==> config.mk <==
export PLATFORM = sky130hd
export DESIGN_NAME = strm_fifo
export DESIGN_NICKNAME = d
export VERILOG_FILES = /design/src/hdl/strm_pkg.sv /design/src/hdl/strm_fifo.sv
export SDC_FILE = /design/constraint.sdc
export NUM_CORES = 1
export LEC_CHECK = 0
export ABC_CLOCK_PERIOD_IN_PS = 2800
export BUFFER_PORTS_ARGS = -buffer_cell sky130_fd_sc_hd__buf_2
export CAP_MARGIN = 20
export CELL_PAD_IN_SITES_DETAIL_PLACEMENT = 0
export CELL_PAD_IN_SITES_GLOBAL_PLACEMENT = 1
export CORE_ASPECT_RATIO = 0.75
export CORE_MARGIN = 2
export CORE_UTILIZATION = 50
export CTS_CLUSTER_SIZE = 28
export DETAILED_ROUTE_END_ITERATION = 12
export HOLD_SLACK_MARGIN = 0.02
export PLACE_DENSITY = 0.91
export SLEW_MARGIN = 30
export SYNTH_ARGS = -nofsm -noshare
export SYNTH_HDL_FRONTEND = slang
export SYNTH_SLANG_ARGS = --single-unit
==> constraint.sdc <==
create_clock -name aclk -period 2.8 [get_ports aclk]
set_input_delay 0.28 -clock aclk [delete_from_list [all_inputs] [get_ports aclk]]
set_output_delay 0.28 -clock aclk [all_outputs]
set_load 0.02 [all_outputs]
==> src/hdl/strm_pkg.sv <==
// Shared constants, command kinds and sizing helpers for the sparse table range-min block.
package strm_pkg;

    localparam int DEF_MAX_VALUES  = 1024;
    localparam int DEF_VALUE_WIDTH = 32;
    localparam int DEF_QUEUE_DEPTH = 4;

    localparam logic OP_LOAD  = 1'b0;
    localparam logic OP_QUERY = 1'b1;

    typedef enum logic [1:0] {
        KIND_LOAD   = 2'd0,
        KIND_QUERY  = 2'd1,
        KIND_REJECT = 2'd2
    } kind_t;

    // Bits of one queued command: kind, last, write enable, load address,
    // value, count, and two table read addresses.
    function automatic int cmd_bits(input int idx_w, input int val_w, input int cnt_w,
                                    input int tab_aw);
        return $bits(kind_t) + 2 + idx_w + val_w + cnt_w + 2 * tab_aw;
    endfunction

endpackage

==> src/hdl/strm_fifo.sv <==
// Small command queue between the front end and the table engine.
module strm_fifo #(
    parameter int WIDTH = 8,
    parameter int DEPTH = strm_pkg::DEF_QUEUE_DEPTH
) (
    input  logic             aclk,
    input  logic             aresetn,
    input  logic             push_valid,
    output logic             push_ready,
    input  logic [WIDTH-1:0] push_data,
    output logic             pop_valid,
    input  logic             pop_ready,
    output logic [WIDTH-1:0] pop_data
);
    localparam int PTR_W = $clog2(DEPTH);

    logic [WIDTH-1:0] mem_reg [DEPTH];
    logic [PTR_W:0]   wr_ptr_reg, rd_ptr_reg;
    logic             full, empty;
    logic             do_push, do_pop;

    assign empty      = wr_ptr_reg == rd_ptr_reg;
    assign full       = (wr_ptr_reg[PTR_W-1:0] == rd_ptr_reg[PTR_W-1:0]) &&
                        (wr_ptr_reg[PTR_W] != rd_ptr_reg[PTR_W]);
    assign push_ready = !full;
    assign pop_valid  = !empty;
    assign pop_data   = mem_reg[rd_ptr_reg[PTR_W-1:0]];
    assign do_push    = push_valid && !full;
    assign do_pop     = pop_ready && !empty;

    always_ff @(posedge aclk) begin
        if (do_push) begin
            mem_reg[wr_ptr_reg[PTR_W-1:0]] <= push_data;
        end
    end

    always_ff @(posedge aclk) begin
        if (!aresetn) begin
            wr_ptr_reg <= '0;
            rd_ptr_reg <= '0;
        end else begin
            if (do_push) begin
                wr_ptr_reg <= wr_ptr_reg + 1'b1;
            end
            if (do_pop) begin
                rd_ptr_reg <= rd_ptr_reg + 1'b1;
            end
        end
    end

endmodule

======== After elaboration in Yosys (flattened, before gate mapping) ========
Memory sizes are Yosys's and may differ from the RTL's. A register that Yosys moved wholly into a read port is not among the register bits.
Index checks and enable logic that the tools add are counted.
cells by class
  $add $sub $neg .......................... 2
  shift operators ......................... 0
  $lt $le $gt $ge ......................... 0
  bitwise operators ....................... 0
  div/mod/pow operators ................... 0
  equality and inequality tests ........... 3
  reductions and logical operators ........ 5
  mux-type cells .......................... 4
  $mul .................................... 0
operators with widths
  cell                 number
  $add 3x1->3 const B  2
  $mux 2               2
  $eq 3x3->1           1
  $logic_and 1x1->1    3
  $eq 2x2->1           1
  $logic_not 1->1      2
  $mux 1               2
  $ne 1x1->1           1
storage, ports and cells
  bits of input ports ..................... 12
  flip-flop bits (word level) ............. 6
  latch bits .............................. 0
  RAM bits ................................ 32
  memory bits (read-only) ................. 0
  memories kept ........................... 1
  output and inout port bits .............. 10
  logic and storage cells ................. 17
memories
  memory   depth  bits a word  rd ports  clocked after Yosys merged registers in  wr ports  RTL line         source
  mem_reg  4      8            1         1                                        1         strm_fifo.sv:17  logic [WIDTH-1:0] mem_reg [DEPTH];

======== Longest topological paths before layout ========
  word-level depth ........................ 6
  gate-level depth with buffers ........... 5
  mapped depth without buffers ............ 4

======== Worst setup path after synthesis ========
No wires, ideal clock.
  path type ............................... register to register
  from .................................... register wr_ptr_reg[0]
  to ...................................... memory mem_reg[3][0], enable pin
  setup slack ............................. 1.098 ns
  cell stages (with the launch flop) ...... 4
  buffers on the path ..................... 0
  data required time ...................... 2.425 ns
  setup time .............................. 0.375 ns
  arrival ................................. 1.326 ns
  clock period less this slack ............ 1.702 ns
  path through ............................ dfxtp_1 > xor2_1 > nor2_1 > a21oi_1
on the way
  cells in the longest elaborated chain, start to end .. 6
RTL lines
  item                          RTL line         source
  start: declaration            strm_fifo.sv:18  logic [PTR_W:0] wr_ptr_reg, rd_ptr_reg;
  start signal: assignment      strm_fifo.sv:43  wr_ptr_reg <= wr_ptr_reg + 1'b1;
  $eq 2x2->1                    strm_fifo.sv:23  assign full = (wr_ptr_reg[PTR_W-1:0] == rd_ptr_reg[PTR_W-1:0]) &&
  $logic_and 1x1->1             strm_fifo.sv:23
  $logic_not 1->1               strm_fifo.sv:28  assign do_push = push_valid && !full;
  $logic_and 1x1->1             strm_fifo.sv:28
  $mux 1                        strm_fifo.sv:32  if (do_push) begin
  $mux 1 (not written as such)  strm_fifo.sv:33  mem_reg[wr_ptr_reg[PTR_W-1:0]] <= push_data;
  end: declaration              strm_fifo.sv:17
Several ways; a longest one is shown, not always the timed one.

======== Worst setup path in the final report ========
  from .................................... register wr_ptr_reg[0]
  to ...................................... memory mem_reg[3][6], enable pin
The elaborated chain is that of the path after synthesis.

==> impl_metrics.json <==
{
  "outcome": "finished, final reports clean",
  "wl_met1_um": 1420,
  "crit_path_max_fanout": 8,
  "numCtsBuffers": 5,
  "fin_nets": 151,
  "area_growth_pct": 13.9,
  "cpMaxStageDelayCell": "a21oi_1",
  "synth-simple-area-share": 0.0755,
  "whs_ps": 204,
  "grt_max_degree": 14,
  "yosysTopAreaCellShare": 0.557,
  "final_cell_mix": "edfxtp_1, buf_2, mux4_2, dfxtp_1",
  "ctsResizeCount": 0,
  "path_cells": "xor2_1 -> nor2_1 -> a21oi_1",
  "cts_hold_buf": 0,
  "dpl.hpwl_um": 2140,
  "synth_top_cell_by_area": "edfxtp_1",
  "cp-startpoint": "wr_ptr_reg[0]",
  "rsz0062_at_grt": "false",
  "synth_top_family_by_area": "multiplexers",
  "synthMuxAreaShare": 0.104,
  "postLayoutCellArea_um2": 1960,
  "clk-insertion-delay-late_ps": 300,
  "clock_skew_ps": 10.6,
  "synth_nets": 127,
  "r2r_end": "mem_reg[3][6]",
  "core_area_um2": 3290,
  "initial_core_util": 0.524,
  "cp-end-kind": "register",
  "worstReg2RegStart": "wr_ptr_reg[0]",
  "worstPathArrival_ps": 2070,
  "hold_path.startpoint": "push_data[2]",
  "drc_errors": 0,
  "ys_seq_area_frac": 0.650,
  "ctsRootBufferMaster": "clkbuf_8",
  "hold-path-endpoint": "mem_reg[2][2]",
  "wl_um": 3110,
  "top_layer_used": "met4",
  "synth_compound_area_frac": 0.0762,
  "wl_met2_um": 1440,
  "clkTransAtPathRegs_ps": 80,
  "worstPathRequired_ps": 2720,
  "design.die.area_um2": 3940,
  "first_global_vias": 956,
  "maxSlewViolCount": 0,
  "ys_seq_elements": 40,
  "grt.total_usage": 0.176,
  "largest_reg_flops": 32,
  "antenna_left": 0,
  "wire_per_inst_um": 17.8,
  "placement.io_buffers": 21,
  "peakVddDrop_mv": 0.526,
  "leakage_uw": 0.000708,
  "yosysWarnings": 0,
  "min_period_ps": 2150,
  "fmax_mhz": 465,
  "slew-limit-headroom": 0.413,
  "grt_pass1_wl_um": 4820,
  "vias": 1017,
  "grt_remaining_overflow": 0,
  "period_share": 0.768,
  "tightest_slew_ps": 880,
  "viasPerCell": 5.81,
  "finalHoldViolCount": 0,
  "drt_iter0_markers": 52,
  "critPathLaunchType": "register",
  "clock_sinks": 40,
  "ctsLongestPathBuffers": 2,
  "die_h_um": 54.9,
  "place_area_um2": 1850,
  "met3_length_um": 196,
  "postCtsSetupBuffers": 0,
  "critical_path_class": "reg2reg",
  "synthTopCellsByArea": "edfxtp_1, mux4_2, dfxtp_1, ha_1, a211o_1",
  "cts_tree": "built",
  "synth_xor_area_frac": 0.0305,
  "hold-path-cell-count": 1,
  "critPathMaxStageDelay_ps": 720,
  "antenna_cells": 0,
  "power_density_nw_per_um2": 949,
  "synthAdderAreaFrac": 0.0363,
  "syn_inst": 110,
  "finalSetupTns_ps": 0,
  "die_x_um": 71.8,
  "final_common_cell": "edfxtp_1",
  "syn_area_um2": 1720,
  "place_congestion": 0.855,
  "dr.pass1.iters": 4,
  "setup_viol": 0,
  "r2r_cells": 3,
  "drive_above_1_share": 0.274,
  "htreeDepth": 2,
  "ioPinCount": 22,
  "avgSynthCellArea_um2": 15.7,
  "antenna_found_initial": 0,
  "num_rows": 18,
  "yosysUniqueCellTypes": 28,
  "timing.max_cap.violations": 0,
  "worst-r2r-setup-slack_ps": 650,
  "hold_class": "in2reg"
}
-- power by group --
| part | total (uW) | switching (uW) | internal, uW |
|---|---|---|---|
| Clock | 463 | 199 | 264 |
| Sequential | 847 | 94.1 | 753 |
| Combinational | 552 | 333 | 220 |
| Total | 1860 | 625 | 1240 |
-- cells in the mapped netlist (all sizes together) --
library cell,count
nor3,2
nor2,1
clkbuf,1
or4,1
o31a,1
o211ai,2
ha,5
dfxtp,8
a31oi,2
o21ai,4
a211o,4
inv,5
and3,1
a211oi,1
nand4,2
mux4,8
edfxtp,32
a41oi,2
nand3b,4
buf,3
nand2,5
xor2,3
nand3,3
xnor2,3
a21oi,3
and2,4
-- critical path: cells and delay by family, from the launching register on --
family	cells	cell delay [ps]
simple gates	1	200
compound gates	1	720
xor+xnor	1	390
flops	1	470
-- through the flow --
| step | total power [uW] | std cells | worst slack [ps] | util |
|---|---|---|---|---|
| floorplan | 1250 | 110 | 1100 | - |
| global placement | 1390 | 167 | 922 | 0.563 |
| detailed placement | 1410 | 167 | 701 | 0.563 |
| CTS | 1870 | 175 | 645 | 0.597 |
| global route | 1960 | 175 | 427 | 0.597 |
| finish | 1860 | 175 | 650 | 0.597 |
-- layout make-up --
type / instances / area [um^2]
well taps: 40 / 50.0
flip-flops and latches: 40 / 1120
repair buffers: 21 / 105
inverters: 5 / 18.8
fillers: 256 / 1330
multi-input cells: 61 / 557
clock inverters: 3 / 42.5
clock buffers: 5 / 68.8
-- routing by layer --
metal,GRT usage,up-vias
li1,-,480
met1,0.236,491
met2,0.256,39
met3,0.0552,7
met4,0.101,0
met5,0,-
-- how the worst max path moves through the flow --
stage,slack (ps),to,cells past startpoint
4_1_cts,640,mem_reg[3][3],3
6_report,650,mem_reg[3][6],3
3_5_place_dp,700,mem_reg[3][1],3
5_1_grt,430,mem_reg[3][6],3
3_3_place_gp,920,mem_reg[3][6],3
2_1_floorplan,1100,mem_reg[3][0],3
-- cell families (layout without fill, tap and decap cells) --
group,Yosys count,in the layout
xor gates and xnor gates,6,6
adders and majority gates,5,5
buffers and inverters,9,34
muxes,8,8
and+or+nand+nor,23,23
AOI/OAI and AO/OA,19,19
DFF,40,40
Note: power is estimated with default switching activity, not from simulation.
