`src/hdl/strm_pkg.sv`:
```
// Shared constants, command kinds and sizing helpers for the sparse table range-min block.
package strm_pkg;

    localparam int DEF_MAX_VALUES  = 1024;
    localparam int DEF_VALUE_WIDTH = 32;
    localparam int DEF_QUEUE_DEPTH = 4;

    localparam logic OP_LOAD  = 1'b0;
    localparam logic OP_QUERY = 1'b1;

    typedef enum logic [1:0] {
        KIND_LOAD   = 2'd0,
        KIND_QUERY  = 2'd1,
        KIND_REJECT = 2'd2
    } kind_t;

    // Bits of one queued command: kind, last, write enable, load address,
    // value, count, and two table read addresses.
    function automatic int cmd_bits(input int idx_w, input int val_w, input int cnt_w,
                                    input int tab_aw);
        return $bits(kind_t) + 2 + idx_w + val_w + cnt_w + 2 * tab_aw;
    endfunction

endpackage

```
`src/hdl/strm_front.sv`:
```
// Front end: accepts items, tracks the loaded count and classifies loads and queries.
module strm_front #(
    parameter int MAX_VALUES  = strm_pkg::DEF_MAX_VALUES,
    parameter int VALUE_WIDTH = strm_pkg::DEF_VALUE_WIDTH,
    localparam int IDX_W  = $clog2(MAX_VALUES),
    localparam int CNT_W  = $clog2(MAX_VALUES + 1),
    localparam int LEVELS = $clog2(MAX_VALUES + 1),
    localparam int TAB_AW = $clog2(LEVELS * MAX_VALUES),
    localparam int CMD_W  = strm_pkg::cmd_bits(IDX_W, VALUE_WIDTH, CNT_W, TAB_AW)
) (
    input  logic                          aclk,
    input  logic                          aresetn,
    input  logic                          s_valid,
    output logic                          s_ready,
    input  logic                          s_op,
    input  logic signed [VALUE_WIDTH-1:0] s_value,
    input  logic                          s_last_value,
    input  logic        [IDX_W-1:0]       s_left,
    input  logic        [CNT_W-1:0]       s_right,
    output logic                          cmd_valid,
    input  logic                          cmd_ready,
    output logic        [CMD_W-1:0]       cmd_data
);
    import strm_pkg::*;

    localparam int LVL_W = $clog2(LEVELS);

    typedef struct packed {
        kind_t                  kind;
        logic                   last;
        logic                   we;
        logic [IDX_W-1:0]       waddr;
        logic [VALUE_WIDTH-1:0] value;
        logic [CNT_W-1:0]       count;
        logic [TAB_AW-1:0]      addr_a;
        logic [TAB_AW-1:0]      addr_b;
    } cmd_t;

    function automatic logic [LVL_W-1:0] floor_log2(input logic [CNT_W-1:0] x);
        logic [LVL_W-1:0] r;
        r = '0;
        for (int i = 0; i < CNT_W; i++) begin
            if (x[i]) begin
                r = LVL_W'(i);
            end
        end
        return r;
    endfunction

    logic             done_reg, done_next;
    logic [CNT_W-1:0] cnt_reg, cnt_next;
    logic [CNT_W-1:0] base;
    logic             has_room;
    logic             err;
    logic [CNT_W-1:0] len;
    logic [LVL_W-1:0] dep;
    logic [CNT_W-1:0] win_span;
    logic [IDX_W-1:0] pos_b;
    logic [TAB_AW-1:0] row_base;
    logic             accept;
    cmd_t             cmd;

    assign accept    = s_valid && cmd_ready;
    assign s_ready   = cmd_ready;
    assign cmd_valid = s_valid;
    assign cmd_data  = cmd;

    assign base     = done_reg ? '0 : cnt_reg;
    assign has_room = base < CNT_W'(MAX_VALUES);

    assign err = !done_reg || (CNT_W'(s_left) >= s_right) || (s_right > cnt_reg);
    assign len = s_right - CNT_W'(s_left);
    assign dep = floor_log2(len);
    assign win_span = CNT_W'(1) << dep;
    assign pos_b    = IDX_W'(s_right - win_span);
    assign row_base = TAB_AW'(dep) * TAB_AW'(MAX_VALUES);

    always_comb begin
        cmd.kind   = KIND_LOAD;
        cmd.last   = s_last_value;
        cmd.we     = has_room;
        cmd.waddr  = base[IDX_W-1:0];
        cmd.value  = s_value;
        cmd.count  = base + CNT_W'(has_room);
        cmd.addr_a = row_base + TAB_AW'(s_left);
        cmd.addr_b = row_base + TAB_AW'(pos_b);
        if (s_op == OP_QUERY) begin
            cmd.kind = err ? KIND_REJECT : KIND_QUERY;
        end
    end

    always_comb begin
        done_next = done_reg;
        cnt_next  = cnt_reg;
        if (accept && s_op == OP_LOAD) begin
            done_next = s_last_value;
            cnt_next  = cmd.count;
        end
    end

    always_ff @(posedge aclk) begin
        if (!aresetn) begin
            done_reg <= 1'b0;
            cnt_reg  <= '0;
        end else begin
            done_reg <= done_next;
            cnt_reg  <= cnt_next;
        end
    end

    a_count_bound: assert property (@(posedge aclk) disable iff (!aresetn)
        cnt_reg <= CNT_W'(MAX_VALUES))
        else $error("loaded count beyond capacity");

    a_done_nonempty: assert property (@(posedge aclk) disable iff (!aresetn)
        done_reg |-> cnt_reg != '0)
        else $error("complete set with no values");

    a_window_order: assert property (@(posedge aclk) disable iff (!aresetn)
        (accept && cmd.kind == KIND_QUERY) |-> cmd.addr_b >= cmd.addr_a)
        else $error("second window starts before first");

endmodule

```
`config.mk`:
```
export PLATFORM = sky130hd
export DESIGN_NAME = strm_front
export DESIGN_NICKNAME = d
export VERILOG_FILES = /design/src/hdl/strm_pkg.sv /design/src/hdl/strm_front.sv
export SDC_FILE = /design/constraint.sdc
export NUM_CORES = 1
export LEC_CHECK = 0
export BUFFER_PORTS_ARGS = -buffer_cell sky130_fd_sc_hd__buf_2
export CAP_MARGIN = 20
export CORE_ASPECT_RATIO = 1.75
export CORE_UTILIZATION = 42
export CTS_BUF_LIST = sky130_fd_sc_hd__clkbuf_8 sky130_fd_sc_hd__clkbuf_16
export CTS_CLUSTER_DIAMETER = 40
export DETAILED_ROUTE_END_ITERATION = 6
export MAX_ROUTING_LAYER = met4
export PLACE_DENSITY = 0.91
export SETUP_SLACK_MARGIN = 0.4
export SLEW_MARGIN = 20
export SYNTH_ARGS = -nofsm -noshare
export SYNTH_HDL_FRONTEND = slang
export SYNTH_SLANG_ARGS = --single-unit
```
`constraint.sdc`:
```
create_clock -name aclk -period 4.5 [get_ports aclk]
set_clock_uncertainty 0.15 [all_clocks]
set_input_delay 0.45 -clock aclk [delete_from_list [all_inputs] [get_ports aclk]]
set_output_delay 0.45 -clock aclk [all_outputs]
set_load 0.01 [all_outputs]
```
* Yosys cells after proc, flatten, opt, wreduce, memory -nomap -nowiden
Index checks and enable logic that the tools add are counted.
** Cells by class
- $add $sub $neg :: 5
- Order comparisons :: 3
- Shift operators :: 1
- Multiplexer cells :: 13
- Bitwise operators :: 1
- Reduce and logical (&&, ||, !) cells :: 5
** Operator list (number)
- 4-bit 2-to-1 mux :: 8
- 14-bit by 10-bit adder with 14-bit output :: 2
- 11-bit by 1-bit adder with 11-bit output :: 1
- 10-bit by 11-bit >= comparator with 1-bit output :: 1
- 11-bit > comparator :: 1
- 11-bit < comparator, second input constant :: 1
- 11-bit 2-to-1 mux :: 1
- 11-bit by 10-bit subtractor with 11-bit output :: 1
- 1-bit by 4-bit << shifter with 10-bit output, first input constant :: 1
- 10-bit subtractor :: 1
- 2-bit 2-to-1 mux :: 3
- 1-bit logical AND :: 2
- 1-bit logical OR :: 2
- 1-bit logical NOT :: 1
- 1-bit 2-to-1 mux :: 1
- 1-bit NOT :: 1
** Word-level totals
- Bits in registers :: 12
- Output and inout port bits :: 87

* Depth between registers and ports, before layout
Gate-level depths: netlist (run 1).
- Depth in word-level cells :: 14
- Mapped depth :: 19

* Least setup slack after synthesis (run 1)
Ideal clock, no wire load.
- Path kind :: input port to output port
- Start :: input s_right[0]
- End :: output cmd_data[9]
- Data arrival time :: 3.962 ns
- Required time :: 3.900 ns
- Setup slack :: -0.062 ns
- Stages :: 19
- Cell sequence :: inv_1 -> ha_1 -> fa_1 -> nand2b_2 -> a21o_1 -> and3_4 -> or4b_4 -> nand3_2 -> and2_4 -> buf_6 -> nand3_1 -> ha_1 -> or2_2 -> o31ai_1 -> a31oi_1 -> nor4b_1 -> a21oi_1 -> o211ai_1 -> xor2_1
** Between the ends
- Cells in the longest elaborated chain, start to end :: 14
** RTL lines
- start, declared :: RTL line strm_front.sv:19 : input logic [CNT_W-1:0] s_right,
- 11-bit by 10-bit subtractor with 11-bit output :: RTL line strm_front.sv:72 : assign len = s_right - CNT_W'(s_left);
- 1-bit 2-to-1 mux :: RTL line strm_front.sv:43 : if (x[i]) begin
- 2-bit 2-to-1 mux :: RTL line strm_front.sv:43
- 4-bit 2-to-1 mux (8 in a row) :: RTL line strm_front.sv:43
- 1-bit by 4-bit << shifter with 10-bit output :: RTL line strm_front.sv:74 : assign win_span = CNT_W'(1) << dep;
- 10-bit subtractor * :: RTL line strm_front.sv:75 : assign pos_b = IDX_W'(s_right - win_span);
- 14-bit by 10-bit adder with 14-bit output * :: RTL line strm_front.sv:86 : cmd.addr_b = row_base + TAB_AW'(pos_b);
- end, declared :: RTL line strm_front.sv:22 : output logic [CMD_W-1:0] cmd_data
Every way passes the cells marked *; elsewhere a longest branch is shown, timed or not.

* Worst setup path after layout (run 1)
Ends and elaborated chain as after synthesis.

==> results of run 1 <==
## kinds of logic (layout without fill, tap and decap cells)
family,Yosys count,after routing,share of synthesized area
adder cells (fa/ha/maj),34,34,0.168
multiplexers,1,1,0.00429
AO/OA/AOI/OAI,78,78,0.206
buffers and inverters,89,177,0.203
AND/OR/NAND/NOR,127,127,0.253
flip-flops,12,12,0.0916
XOR/XNOR,22,22,0.0735
## timing repair
item,in CTS,in global routing
setup endpoints to repair,8,9
pin swaps,26,18
resized for setup,42,25
setup buffers,9,4
## power by group through the flow
stage	Combinational (mW)	Sequential, mW	Clock (mW)
finish	0.512	0.113	0.120
global route	0.551	0.113	0.125
CTS	0.454	0.113	0.120
detailed placement	0.404	0.115	0
global placement	0.391	0.115	0
floorplan	0.278	0.113	0
## critical path: stages
cell and delay, ns:
buf_8 0.09, inv_12 0.03, ha_4 0.15, fa_2 0.34, nand2b_4 0.18, a21oi_4 0.16, xor2_1 0.22, a2bb2o_4 0.25
a22oi_2 0.23, buf_4 0.16, buf_4 0.09, buf_4 0.13, nand3_4 0.11, ha_4 0.18, and2_4 0.13, o21ai_2 0.18
a31oi_4 0.13, nor4b_2 0.25, a21oi_1 0.08, o211ai_1 0.11, xor2_1 0.16, buf_2 0.15
## synthesized netlist by cell type (all sizes together) (2+ instances only)
cell type	number
or2	2
ha	32
xor2	12
o2111ai	2
inv	28
nand2	29
a211oi	3
a21boi	7
o21a	3
a21o	9
fa	2
clkbuf	9
nand4	6
o31ai	5
a21oi	17
o21ai	12
o211ai	5
nor2b	5
nor2	26
buf	52
or3	2
and2	4
nand3	15
and3	7
a31oi	2
dfxtp	12
nor3	9
nand2b	11
nand3b	4
o211a	7
xnor2	10
## layer usage
layer	global-route usage	wire length, um
met1	0.245	2890
met3	0.0377	480
met2	0.496	4840
met4	0.198	629
met5	-	0
## layout by cell type, fill, tap and decap left out, drive strengths merged, types with 2 or more instances in the layout
| cell type | count |
|---|---|
| and2 | 4 |
| xor2 | 12 |
| nand3b | 4 |
| o2111ai | 2 |
| a21boi | 7 |
| nand2b | 11 |
| o211a | 7 |
| a21o | 9 |
| o21ai | 12 |
| a31oi | 2 |
| ha | 32 |
| and3 | 7 |
| clkbuf | 4 |
| o211ai | 5 |
| nor2 | 26 |
| o31ai | 5 |
| a21oi | 17 |
| or3 | 2 |
| dfxtp | 12 |
| o21a | 3 |
| a211oi | 3 |
| nand2 | 29 |
| buf | 145 |
| or2 | 2 |
| nor2b | 5 |
| xnor2 | 10 |
| inv | 28 |
| fa | 2 |
| nand3 | 15 |
| nand4 | 6 |
| nor3 | 9 |
## layout make-up
type	count	area [sq um]	share of cell area
multi-input cells	262	2260	0.612
flip-flops and latches	12	240	0.0651
clock buffers	4	55.1	0.0149
inverters	28	118	0.0319
well taps	78	97.6	0.0265
repair buffers	145	921	0.250
## stage by stage
step | instances | instance area (sq um) | setup TNS (ns) | setup slack, ns
floorplan | 363 | 2700 | 0 | 0.0936
global placement | 512 | 3150 | -0.365 | -0.154
detailed placement | 512 | 3150 | -0.643 | -0.234
CTS | 525 | 3500 | -0.0257 | -0.0257
global route | 529 | 3690 | -0.741 | -0.228
finish | 529 | 3690 | -0.172 | -0.0658
## final timing paths
kind | slack (ns) | depth (start not counted) | end
worst min register to register | 0.34 | 2 | cnt_reg[1]
worst max register to register | 1.81 | 10 | cnt_reg[10]
worst min-delay path | 0.32 | 3 | done_reg
worst max-delay path | -0.07 | 22 | cmd_data[9]
==> summary.txt, run 1 <==
Outcome
  • Status: finished with violations
  • Violated checks: setup timing

Die
  • Die W: 61.7 um
  • Initial Util: 0.439
  • Die ar.: 0.00658 sq mm
  • FP Rows: 37
  • Ports: 146
  • Core Footprint: 0.00597 sq mm
  • Die Y: 107 um

Pwr
  • Comb pwr share: 0.687
  • Sw power: 313 uW
  • Leakage dissipation: 1.80 nW
  • Pwr Total: 745 uW
  • Sequential share of power: 0.152
  • Switching Share: 0.421
  • Cell Int Power: 431 uW
  • Peak supply drop: 0.187 mV
  • Cell Pwr Density: 202 mW/mm^2
  • Clock share of power: 0.161

STA
  • Fin. max-slew vios: 0
  • Max Freq: 219 MHz
  • Slew @ Worst Pin: 0.622 ns
  • Final hold vios: 0
  • Setup ws final: -0.0658 ns
  • Unrepaired setup endpoints after global routing: true
  • Min Tclk post-route: 4.57 ns
  • Finish-stage setup viols: 3
  • Tcrit/Tclk final: 1.01
  • Slew headroom: 0.584
  • Final hold slack: 0.316 ns

Logic synthesis
  • Synth Register Bits: 12
  • Share of the synthesized area in the top cell type: 0.153
  • Cells after synthesis: 363
  • Syn nets: 456
  • Top cells by area, synth: ha_1 15%, buf_4 14%, dfxtp_1 9.2%
  • Ys async rst share: 0
  • Cell area after synthesis: 0.00262 sq mm
  • Yosys warns: 0
  • Post-synth cell types: 54
  • Syn avg cell area: 7.22 sq um
  • Register area share after synthesis: 0.0916
  • Ys flop type: dfxtp_1
  • Area leader, netlist: ha_1
  • EDFF count, synth: 0

Routing
  • DRT Pass-1 Iters: 4
  • DRT iter0 DRCs: 70
  • Total Wirelength: 8840 um
  • Routed length per placed instance: 16.7 um
  • Post-DRT Antenna Nets: 0
  • DRC: 0
  • Via/cell ratio: 5.69
  • Vias: 3010

Hold path
  • Hold path startpoint: s_last_value
  • Min-delay worst type: input port to flop

Worst setup path
  • Worst EP required: 3.90 ns
  • Crit path DAT: 3.97 ns
  • Crit Reg-Reg Startpoint: done_reg
  • Critical path launch point type: input port
  • Worst setup path start: s_right[0]
  • Crit path kind: input port to primary output
  • Crit end category: primary output
  • CP Max Fanout: 4

Clock tree
  • Max Root-Sink Buffers: 2
  • # H-tree levels: 1
  • CTS hold repair buffers: 0
  • CTS tree: built
  • Total clock buffers created by CTS: 3
  • Clock Latency Late Sink: 0.25 ns
  • Root Buffer: clkbuf_8
  • Sink Count: 12
  • Clock transition at path regs: 0.05 ns

Cells and area
  • Max FFs per register: 11
  • Fillers: 498
  • ANT cells: 0
  • Nets: 545
  • Syn-to-layout area delta: 40.6%
  • Final core occ: 0.618
  • Layout cell share with drive strength beyond 1: 0.457

GRT
  • Total GRT Usage: 0.276
  • Vias in the first global route: 2954
  • Pin count of the biggest net entering global routing: 18
  • First-pass GRT wire length: 13400 um
  • GRT overflow: 0
  • Initial antenna violation count: 0

Placement
  • Routability cong.: 0.993
  • Post-DP HPWL: 6690 um
  • I/O Buffers: 81

Flow run
  • Max cap viols: 0
No activity file was read; power rests on OpenSTA's default activity.
==> run 2: changes to the inputs <==
--- a/config.mk
+++ b/config.mk
@@ -6,15 +6,15 @@
 export NUM_CORES = 1
 export LEC_CHECK = 0
 export BUFFER_PORTS_ARGS = -buffer_cell sky130_fd_sc_hd__buf_2
-export CAP_MARGIN = 20
 export CORE_ASPECT_RATIO = 1.75
 export CORE_UTILIZATION = 42
 export CTS_BUF_LIST = sky130_fd_sc_hd__clkbuf_8 sky130_fd_sc_hd__clkbuf_16
 export CTS_CLUSTER_DIAMETER = 40
 export DETAILED_ROUTE_END_ITERATION = 6
 export MAX_ROUTING_LAYER = met4
-export PLACE_DENSITY = 0.91
+export PLACE_DENSITY = 0.82
 export SETUP_SLACK_MARGIN = 0.4
+export SKIP_CTS_REPAIR_TIMING = 1
 export SLEW_MARGIN = 20
 export SYNTH_ARGS = -nofsm -noshare
 export SYNTH_HDL_FRONTEND = slang
==> run 2 against run 1 <==
Compared with the run above: the run still ends with setup timing left; worst setup slack worse by 0.16 ns; routed wire length down 7.5%; cell count down 1.3%; critical endpoint unchanged; largest power group unchanged.
==> summary.txt, run 2 (same netlist as run 1, synthesis figures left out) <==
Worst setup path
  • Critical path launch point type: input port
  • R2R cell count: 11
  • Worst setup path start: s_right[0]
  • Crit end category: primary output
  • CP Max Fanout: 4
  • Crit Reg-Reg Startpoint: done_reg
  • Worst r2r dst: cnt_reg[10]
  • Crit path kind: input port to primary output
  • Worst EP required: 3.90 ns
  • Crit path DAT: 4.13 ns
  • R2r setup slk: 2.12 ns

Clock tree
  • Sink Count: 12
  • CTS tree: built
  • Clock transition at path regs: 0.05 ns
  • # H-tree levels: 1
  • Max Root-Sink Buffers: 2
  • Root Buffer: clkbuf_8
  • Clock Latency Late Sink: 0.23 ns
  • Total clock buffers created by CTS: 3

Pwr
  • Sequential share of power: 0.166
  • Clock share of power: 0.139
  • Switching Share: 0.420
  • Comb pwr share: 0.695
  • Sw power: 282 uW
  • Leakage dissipation: 1.73 nW
  • Cell Int Power: 390 uW
  • Pwr Total: 673 uW
  • Peak supply drop: 0.208 mV
  • Cell Pwr Density: 195 mW/mm^2

Routing
  • Total Wirelength: 8170 um
  • Routed length per placed instance: 15.7 um
  • Post-DRT Antenna Nets: 0
  • DRT Pass-1 Iters: 4
  • Via/cell ratio: 5.47
  • DRT iter0 DRCs: 159
  • Vias: 2853
  • DRC: 0

GRT
  • Pin count of the biggest net entering global routing: 18
  • First-pass GRT wire length: 11900 um
  • Vias in the first global route: 2751
  • GRT overflow: 0
  • Initial antenna violation count: 0
  • Total GRT Usage: 0.240

Cells and area
  • Max FFs per register: 11
  • ANT cells: 0
  • Most common cell after layout, fill and taps aside: buf_2
  • Most frequent cells in the layout: 79 x buf_2, 57 x buf_4, 29 x nand2_1, 26 x inv_1, 26 x ha_1
  • Layout cell share with drive strength beyond 1: 0.414
  • Nets: 539
  • Syn-to-layout area delta: 31.5%

Die
  • FP Rows: 37
  • Core Footprint: 0.00597 sq mm
  • Ports: 146
  • Die ar.: 0.00658 sq mm
  • Die W: 61.7 um
  • Initial Util: 0.439
  • Die Y: 107 um

STA
  • Unrepaired setup endpoints after global routing: true
  • Setup ws final: -0.225 ns
  • Slew headroom: 0.575
  • Slew @ Worst Pin: 0.635 ns
  • Final hold vios: 0
  • Fin. max-slew vios: 0
  • Tcrit/Tclk final: 1.05
  • Finish-stage setup viols: 3
  • Max Freq: 212 MHz
  • Min Tclk post-route: 4.73 ns

Placement
  • Post-DP HPWL: 6390 um
  • Routability cong.: 0.977
  • DP Worst Slack: -0.300 ns
  • I/O Buffers: 81

Hold path
  • Hold path startpoint: cnt_reg[1]
  • Min-delay worst type: flop to flop
  • Hold endpoint: cnt_reg[1]
  • Worst Hold Depth: 2

Flow run
  • Max cap viols: 0

Outcome
  • Violated checks: setup timing
  • Status: finished with violations
[run 2: changes by cell type in the layout (fill, tap and decap cells not counted), moves of 2 or more]
| cell | delta |
|---|---|
| buf_4 | -2 |
| nor3_2 | -3 |
| ha_1 | +3 |
| xor2_1 | +2 |
| a21oi_1 | +2 |
| nand3_2 | +2 |
| nor2_2 | -2 |
| buf_6 | -4 |
| nand3_4 | -2 |
| ha_4 | -3 |
| a21oi_4 | -2 |
| nor3_1 | +3 |
| nor2_1 | +2 |
[run 2: routing by layer]
layer / up-vias / wire length, um / track usage
li1: 1377 / - / -
met1: 1324 / 2790 / 0.226
met2: 104 / 4510 / 0.438
met3: 48 / 345 / 0.0158
met4: 0 / 533 / 0.156
met5: - / 0 / -
[run 2: worst max-delay path by stage]
stage                  endpoint  slack, ns  cells after the start
finish              cmd_data[9]      -0.23                     21
global route        cmd_data[9]      -0.47                     21
CTS                 cmd_data[8]      -0.31                     22
detailed placement  cmd_data[8]      -0.30                     21
global placement    cmd_data[9]      -0.19                     19
floorplan           cmd_data[9]       0.09                     19
[run 2: per-stage QoR]
stage,cells,hold slack [ns],util,TNS (ns),instance area (sq um)
final,522,0.325,0.578,-0.630,3450
after detailed placement,510,0.324,0.526,-0.877,3140
after CTS,513,0.331,0.533,-0.937,3180
after floorplan,363,0.302,-,0,2700
after global routing,522,0.352,0.578,-1.58,3450
after global placement,510,0.320,0.526,-0.510,3140
[run 2: layout make-up]
cell class	instances	area, sq um
Tap cell	78	97.6
Sequential cell	12	240
Inverter	28	118
Clock buffer	3	41.3
Fill cell	534	2520
Timing Repair Buffer	139	861
Multi-Input combinational cell	262	2090
[run 2: critical path, cell delays in order]
cell and delay (ns):
buf_8 0.09, inv_12 0.03, ha_4 0.15, fa_2 0.33
nand2b_4 0.17, a21o_1 0.22, nand3b_1 0.17, xnor2_2 0.17
buf_4 0.16, a22oi_2 0.05, nor2_1 0.22, nand3_1 0.17
ha_1 0.33, nor2b_1 0.17, o2111ai_2 0.28, a31oi_4 0.16
nor4b_2 0.29, a21oi_1 0.08, o211ai_1 0.11, xor2_1 0.15
buf_2 0.14
[run 2: power groups by stage]
stage               clock (mW)  combinational, mW  sequential (mW)
floorplan                    0              0.278            0.113
global placement             0              0.396            0.114
detailed placement           0              0.404            0.114
CTS                     0.0972              0.406            0.112
global route             0.102              0.508            0.112
finish                  0.0938              0.467            0.112
